[config.mk]
export PLATFORM = sky130hd
export DESIGN_NAME = wce_ctrl
export DESIGN_NICKNAME = d
export VERILOG_FILES = /design/src/rtl/wce_pkg.sv /design/src/rtl/wce_ctrl.sv
export SDC_FILE = /design/constraint.sdc
export NUM_CORES = 1
export LEC_CHECK = 0
export ABC_AREA = 1
export BUFFER_PORTS_ARGS = -buffer_cell sky130_fd_sc_hd__buf_2
export CORE_AREA = 4 4 41 43
export CTS_CLUSTER_DIAMETER = 120
export DETAILED_ROUTE_END_ITERATION = 8
export DIE_AREA = 0 0 45 47
export SKIP_LAST_GASP = 1
export SYNTH_ARGS = -nofsm -noshare
export SYNTH_HDL_FRONTEND = slang
export SYNTH_SLANG_ARGS = --single-unit
[constraint.sdc]
create_clock -name clk -period 0.8 [get_ports clk]
set_input_delay 0.16 -clock clk [delete_from_list [all_inputs] [get_ports clk]]
set_output_delay 0.16 -clock clk [all_outputs]
set_load 0.02 [all_outputs]
[src/rtl/wce_pkg.sv]
`timescale 1ns / 1ps
// ----------------------------------------------------------------------------
// wce_pkg - shared types and constants of the clique extender
// Table geometry, opcodes, item and result records, and the command and
// status groups between controller and datapath.
// ----------------------------------------------------------------------------
package wce_pkg;

  localparam int MAX_RESIDUES = 64;
  localparam int RES_BITS     = $clog2(MAX_RESIDUES);
  localparam int LIMIT_BITS   = RES_BITS + 1;
  localparam int MAX_MEMBERS  = 16;
  localparam int MEM_BITS     = $clog2(MAX_MEMBERS);
  localparam int CNT_BITS     = MEM_BITS + 1;
  localparam int WEIGHT_BITS  = 32;
  localparam int TABLE_DEPTH  = MAX_RESIDUES * MAX_RESIDUES;
  localparam int ADDR_BITS    = 2 * RES_BITS;

  localparam logic [LIMIT_BITS-1:0] RESET_COUNT = LIMIT_BITS'(MAX_RESIDUES);

  typedef enum logic [1:0] {
    OP_LINK   = 2'd0,
    OP_MEMBER = 2'd1,
    OP_EXTEND = 2'd2,
    OP_NONE   = 2'd3
  } wce_op_t;

  typedef struct packed {
    logic [1:0]                    opcode;
    logic [RES_BITS-1:0]           from_residue;
    logic [RES_BITS-1:0]           to_residue;
    logic signed [WEIGHT_BITS-1:0] link_weight;
    logic                          link_present;
    logic [RES_BITS-1:0]           member_residue;
    logic                          start_new_clique;
    logic signed [WEIGHT_BITS-1:0] start_size;
  } wce_item_t;

  typedef struct packed {
    logic [RES_BITS-1:0]           added_residue;
    logic signed [WEIGHT_BITS-1:0] extended_size;
    logic                          has_extension;
    logic [CNT_BITS-1:0]           extended_order;
    logic                          last_result;
  } wce_result_t;

  // Controller to datapath
  typedef struct packed {
    logic clear_step;
    logic take;
    logic issue;
    logic finish;
  } wce_cmd_t;

  // Datapath to controller
  typedef struct packed {
    logic clear_last;
    logic scan_more;
    logic chk_busy;
    logic stall;
    logic out_free;
  } wce_stat_t;

endpackage

[src/rtl/wce_ctrl.sv]
`timescale 1ns / 1ps
// ----------------------------------------------------------------------------
// wce_ctrl - clique extender sequencer
// Runs the table clearing pass, takes items when idle and paces the scan.
// ----------------------------------------------------------------------------
module wce_ctrl
  import wce_pkg::*;
(
  input  logic      clk,
  input  logic      rst,
  input  logic      in_valid,
  input  logic [1:0] in_opcode,
  output logic      in_ready,
  input  wce_stat_t stat,
  output wce_cmd_t  cmd
);

  typedef enum logic [2:0] {
    ST_CLEAR = 3'b001,
    ST_IDLE  = 3'b010,
    ST_SCAN  = 3'b100
  } state_t;

  state_t state, state_next;

  always_ff @(posedge clk) begin
    if (rst) begin
      state <= ST_CLEAR;
    end else begin
      state <= state_next;
    end
  end

  always_comb begin
    state_next     = state;
    in_ready       = 1'b0;
    cmd            = '0;
    unique case (state)
      ST_CLEAR: begin
        cmd.clear_step = 1'b1;
        if (stat.clear_last) begin
          state_next = ST_IDLE;
        end
      end
      ST_IDLE: begin
        in_ready = 1'b1;
        cmd.take = in_valid;
        if (in_valid && (in_opcode == OP_EXTEND)) begin
          state_next = ST_SCAN;
        end
      end
      ST_SCAN: begin
        cmd.issue  = stat.scan_more && !stat.stall;
        cmd.finish = !stat.scan_more && !stat.chk_busy && stat.out_free;
        if (cmd.finish) begin
          state_next = ST_IDLE;
        end
      end
      default: begin
        state_next = ST_CLEAR;
      end
    endcase
  end

endmodule

======== Word-level counts from Yosys, hierarchy flattened ========
Index checks and enable logic that the tools add are counted.
word-level totals
  bits in registers ....................... 3
  logic and storage cells ................. 24
  input port bits ......................... 10
  output and inout port bits .............. 5
operators by class
  multiplexer cells ....................... 8
  reductions and logical operators ........ 8
  equality and inequality tests ........... 7
operators by type and width
  cell                                                 number
  2-to-1 mux 3 bit                                     3
  one-hot mux 3 bit (3 select lines)                   1
  != test 2 bit, second input constant                 3
  logical AND 1 bit                                    4
  equality test 3 x 1 -> 1 bit, second input constant  1
  equality test 3 x 2 -> 1 bit, second input constant  1
  equality test 3 bit, second input constant           1
  zero test 1 bit                                      3
  2-to-1 mux 1 bit                                     3
  AND reduction 3 bit                                  1
  equality test 2 bit, second input constant           1
  2-to-1 mux 2 bit                                     1

======== Depth between registers and ports, before layout ========
Gate-level depths: netlist (run 1).
  depth after elaboration ................. 5
  depth in mapped cells ................... 7
  depth with buffers taken out ............ 7

======== Worst setup path before layout (run 1) ========
OpenSTA, ideal clock, no wires.
  path type ............................... reg-to-output
  start point ............................. reg state[1]
  end point ............................... out cmd[1] (netlist name)
  setup slack ............................. -371 ps
  arrival time ............................ 1011 ps
  path buffers ............................ 0
  required time ........................... 640 ps
  stages on the path, launching flop included .. 4
  cell sequence ........................... dfxtp_1 > nor2_1 > nand2_1 > nor3_1
RTL lines
  element                 line            text
  start, declared         wce_ctrl.sv:24  state_t state, state_next;
  start signal, assigned  wce_ctrl.sv:30  state <= state_next;
  end, declared           wce_ctrl.sv:15  output wce_cmd_t cmd

==> results of run 1 <==
## critical path: stages (launching register included)
cell and delay (ps):
dfxtp_4 350, nor2_4 130, nand2_4 70, nor3_4 120, buf_6 140
## Yosys cell counts
| library cell | count | area share, % |
|---|---|---|
| nand2_1 | 6 | 10 |
| nand3_1 | 4 | 9.1 |
| nor2_2 | 2 | 5.7 |
| a31oi_1 | 1 | 2.9 |
| o211ai_1 | 1 | 3.4 |
| nand3_2 | 1 | 4.6 |
| inv_2 | 1 | 1.7 |
| dfxtp_1 | 3 | 27 |
| nor3_1 | 2 | 4.6 |
| nor2_1 | 8 | 14 |
| inv_1 | 8 | 14 |
| nand2_2 | 1 | 2.9 |
## routing by layer
layer | GRT usage, % | wire length (um) | up-vias
met5 | 0 | 0 | -
met1 | 8.62 | 289 | 151
li1 | - | - | 168
met4 | 7.02 | 0 | 0
met2 | 14.4 | 447 | 6
met3 | 4.60 | 28 | 0
## final cells by class
| class | instances | area, um^2 | share of cell area [%] |
|---|---|---|---|
| repair buffers | 22 | 169 | 31.5 |
| inverters | 9 | 36.3 | 6.76 |
| clock buffers | 4 | 26.3 | 4.90 |
| flip-flops and latches | 3 | 71.3 | 13.3 |
| multi-input cells | 26 | 215 | 40.1 |
| well taps | 15 | 18.8 | 3.50 |
## how the worst max path moves through the flow
stage	startpoint	to	slack (ps)	cells after the start
final	state[0]$_SDFFE_PP1P_	cmd[1]	-400	4
after global routing	state[0]$_SDFFE_PP1P_	cmd[1]	-470	4
after CTS	state[1]$_SDFFE_PP0P_	cmd[1]	-410	4
after detailed placement	state[0]$_SDFFE_PP1P_	cmd[1]	-210	4
after global placement	state[0]$_SDFFE_PP1P_	cmd[1]	-200	4
after floorplan	state[0]$_SDFFE_PP1P_	cmd[1]	-160	3
## repair_timing
item,CTS,global route
gates resized for setup,16,11
pin swaps,7,7
buffers inserted,3,2
gates cloned,0,0
setup endpoints to repair,8,8
## cells by family after synthesis
| group | Yosys count | share of synthesized area [%] |
|---|---|---|
| buffers and inverters | 9 | 15.4 |
| AOI/OAI and AO/OA | 2 | 6.29 |
| DFF | 3 | 27.4 |
| and+or+nand+nor | 24 | 50.9 |
## through the flow
stage	setup slack [ps]	setup TNS, ps	power, mW
2_1_floorplan	-165	-778	0.371
3_3_place_gp	-200	-1250	0.459
3_5_place_dp	-213	-1310	0.460
4_1_cts	-406	-2660	0.806
5_1_grt	-472	-3130	0.929
6_report	-398	-2650	0.855
## report_power, final
| group | internal, mW | total, mW | switching, mW |
|---|---|---|---|
| logic | 0.185 | 0.381 | 0.196 |
| registers | 0.175 | 0.207 | 0.0322 |
| clock network | 0.187 | 0.267 | 0.0802 |
==> impl_metrics.ini, run 1 <==
[status]
outcome = finished with violations
violations = setup timing

[yosys]
ys_seq_area_share_pct = 27.4
ys_ff_latch = 3
syn_inst = 38
syn_avg_cell_area_um2 = 5.76
netlist_area_um2 = 219
synth_fp_nets = 48
synth.distinct_cells = 12
yosysWarnings = 0

[routing]
ant_nets = 0
routed_wl_um = 765
route.detailed.drc = 0
viasPerCell = 4.11
wire_per_inst_um = 9.68
dr_total_vias = 325
drt_first_pass_iters = 4
drtIter0Drc = 2

[clock_network]
cts_max_level = 1
root_buffer = clkbuf_4
clkSlewWorstSetupHoldPaths_ps = 40
clock_path_buffers = 2
cts_tree = done
numCtsBuffers = 3
hold_buffers = 0
cts.sinks = 3
clkLatencyLatePin_ps = 230

[setup_path]
r2r_end = state[2]$_SDFFE_PP0P_
end_kind = output port
ff2ff_path_depth = 7
worstSetupPathType = flop to output port
crit_fanout = 3
regToRegSetupSlack_ps = -270
rr_startpoint = state[0]$_SDFFE_PP1P_
crit_required_ps = 640
critPathLaunchType = flop
arrival_ps = 1040

[placement]
io_buffers = 14
dp.cells = 71
dp_hpwl_um = 538
gp_congestion = 0.767
placed_cell_area_um2 = 383

[sta]
fmax_ghz = 0.835
tightestPinTransition_ps = 195
min_period_ps = 1200
finalHoldViolCount = 0
maxSlewViolCount = 0
layout_setup_ws_ps = -398
setup_viol_count_final = 8
clock_skew_ps = 1.55
whs_ps = 101
rsz0062_at_grt = true
post-route-period-util_pct = 150
max-slew-margin-rel_pct = 87.0

[cells_and_area]
regMostFlops = state
nNetsFinal = 75
final_core_util_pct = 41.3
antenna_cells = 0
drive_above_1_share_pct = 71.9
post-route-cell-area_um2 = 537
largest_reg_flops = 3
final_cell_mix = buf_2 (9), inv_1 (7), buf_6 (7), buf_4 (6), nor2_1 (4)
fill_cells = 145
syn_to_final_growth_pct = 145
instances_no_fill = 79
layout_commonest_cell = buf_2
top_regs = state (3)

[floorplanning]
dieArea_mm2 = 0.00212
core_mm2 = 0.00130
io_pins = 15
dieWidth_um = 45
dieHeight_um = 47
placementRows = 13
initial_core_util_pct = 16.8

[grt]
grt_pass1_vias = 341
grt_start_max_net_pins = 5
antenna_found_initial = 0
grt_pass1_wl_um = 1300
track_usage_pct = 8.92
grt_overflow = 0

[worst_hold_path]
worstHoldStart = rst
hold_class = input port to flop
hold_end = state[2]$_SDFFE_PP0P_
min_path_cells = 2

[pwr]
powerDensity_mw_per_mm2 = 1590
leakage_nw = 0.280
vdd_drop_max_v = 0.000598

[job]
cap_viol_max_count = 0
(Power assumes the default switching activity.)
==> run 2: changes to the inputs <==
==> constraint.sdc (replaced) <==
create_clock -name clk -period 1.4 [get_ports clk]
set_input_delay 0.28 -clock clk [delete_from_list [all_inputs] [get_ports clk]]
set_output_delay 0.28 -clock clk [all_outputs]
set_load 0.02 [all_outputs]
==> run 2 against run 1 <==
Setup slack gained 440 ps; sequential power down 45%; the flow now finishes without violations; count of clock-buffer cells in the layout unchanged; clock skew is 1.4 ps higher; critical path type unchanged.
==> impl_metrics.ini, run 2 (synthesis results as in run 1) <==
[placement]
dp.cells = 67
placed_cell_area_um2 = 308
io_buffers = 14
dpl_worst_slack_ps = 231
gp_congestion = 0.690
dp_hpwl_um = 491

[cells_and_area]
syn_to_final_growth_pct = 60.0
nNetsFinal = 67
drive_above_1_share_pct = 46.4
final_core_util_pct = 26.9
layout_commonest_cell = buf_2
regMostFlops = state
post-route-cell-area_um2 = 350
largest_reg_flops = 3
top_regs = state (3)
final_cell_mix = buf_2 (14), inv_1 (8), nor2_1 (7), nand2_1 (5), nand3_1 (4)
antenna_cells = 0
instances_no_fill = 71
fill_cells = 155

[sta]
whs_ps = 226
min_period_ps = 1360
post-route-period-util_pct = 97.2
tightestPinTransition_ps = 160
max-slew-margin-rel_pct = 89.3
setup_viol_count_final = 0
finalHoldViolCount = 0
fmax_ghz = 0.735
clock_skew_ps = 2.91
tns_ps = 0
layout_setup_ws_ps = 38.8
maxSlewViolCount = 0
rsz0062_at_grt = true

[pwr]
vdd_drop_max_v = 0.000421
internal_power_mw = 0.251
swShare_pct = 33.5
p_comb_share_pct = 31.0
powerDensity_mw_per_mm2 = 1080
clkPwrFrac_pct = 38.9
p_sw_mw = 0.126
pwr-share-seq_pct = 30.1
leakage_nw = 0.202
p_total_mw = 0.377

[clock_network]
cts.sinks = 3
numCtsBuffers = 3
clkLatencyLatePin_ps = 230
root_buffer = clkbuf_4
cts_tree = done
clock_path_buffers = 2
clkSlewWorstSetupHoldPaths_ps = 40
cts_max_level = 1

[grt]
top_usage_layer = met2
grtUsageMet3_pct = 3.45
track_usage_pct = 5.91
grt_pass1_wl_um = 897
grt_overflow = 0
antenna_found_initial = 0
grt_pass1_vias = 253
grt_start_max_net_pins = 5
grtUsageMet2_pct = 8.76
use_met1_pct = 7.24

[floorplanning]
core_mm2 = 0.00130
initial_core_util_pct = 16.8
dieHeight_um = 47
dieWidth_um = 45
io_pins = 15
placementRows = 13
dieArea_mm2 = 0.00212

[setup_path]
crit_required_ps = 1120
crit_buf_inv = 1
critPathLaunchType = flop
ff2ff_path_depth = 5
crit_fanout = 4
worstSetupPathType = flop to output port
path_depth = 4
crit_chain = nor2_2 -> nand2_2 -> nor3_2 -> buf_2
arrival_ps = 1080
end_kind = output port
max_stage_delay_ps = 330
cp_top_family = simple AND/OR/NAND/NOR gates
crit_slowest_cell = dfxtp_1

[routing]
ant_nets = 0
drtIter0Drc = 8
wire_per_inst_um = 7.97
dr_total_vias = 290
viasPerCell = 4.08
drt_first_pass_iters = 4
route.detailed.drc = 0
routed_wl_um = 566

[worst_hold_path]
min_path_cells = 2
hold_class = input port to flop

[status]
outcome = finished, final reports clean

[job]
cap_viol_max_count = 0
## run 2: cell type report
type / instances / area, um^2 / area share (%)
clock buffers: 4 / 26.3 / 7.50
inverters: 9 / 33.8 / 9.64
multi-input cells: 26 / 140 / 40.0
flip-flops and latches: 3 / 61.3 / 17.5
well taps: 15 / 18.8 / 5.36
repair buffers: 14 / 70.1 / 20.0
## run 2: path summary, 6_finish.rpt
check / from / slack [ps] / end
min: rst / 230 / state[2]$_SDFFE_PP0P_
max reg2reg: state[0]$_SDFFE_PP1P_ / 440 / state[2]$_SDFFE_PP0P_
min reg2reg: state[0]$_SDFFE_PP1P_ / 630 / state[0]$_SDFFE_PP1P_
max: state[1]$_SDFFE_PP0P_ / 40 / cmd[1]
## run 2: routing by layer
layer / up-vias / part of all wire, %
met5: - / 0
met4: 0 / 0
met3: 0 / 7.8
met2: 9 / 53
met1: 129 / 39
li1: 152 / -
## run 2: power groups by stage
| stage | clock network [mW] | registers, mW | logic, mW |
|---|---|---|---|
| 4_1_cts | 0.155 | 0.110 | 0.114 |
| 3_3_place_gp | 0 | 0.109 | 0.111 |
| 5_1_grt | 0.165 | 0.114 | 0.132 |
| 6_report | 0.147 | 0.113 | 0.117 |
| 2_1_floorplan | 0 | 0.108 | 0.0774 |
| 3_5_place_dp | 0 | 0.110 | 0.112 |
## run 2: timing repair
item	4_1_cts	5_1_grt
gates resized for setup	2	3
hold buffers	0	0
setup buffers	0	0
endpoints found under the setup margin	1	3
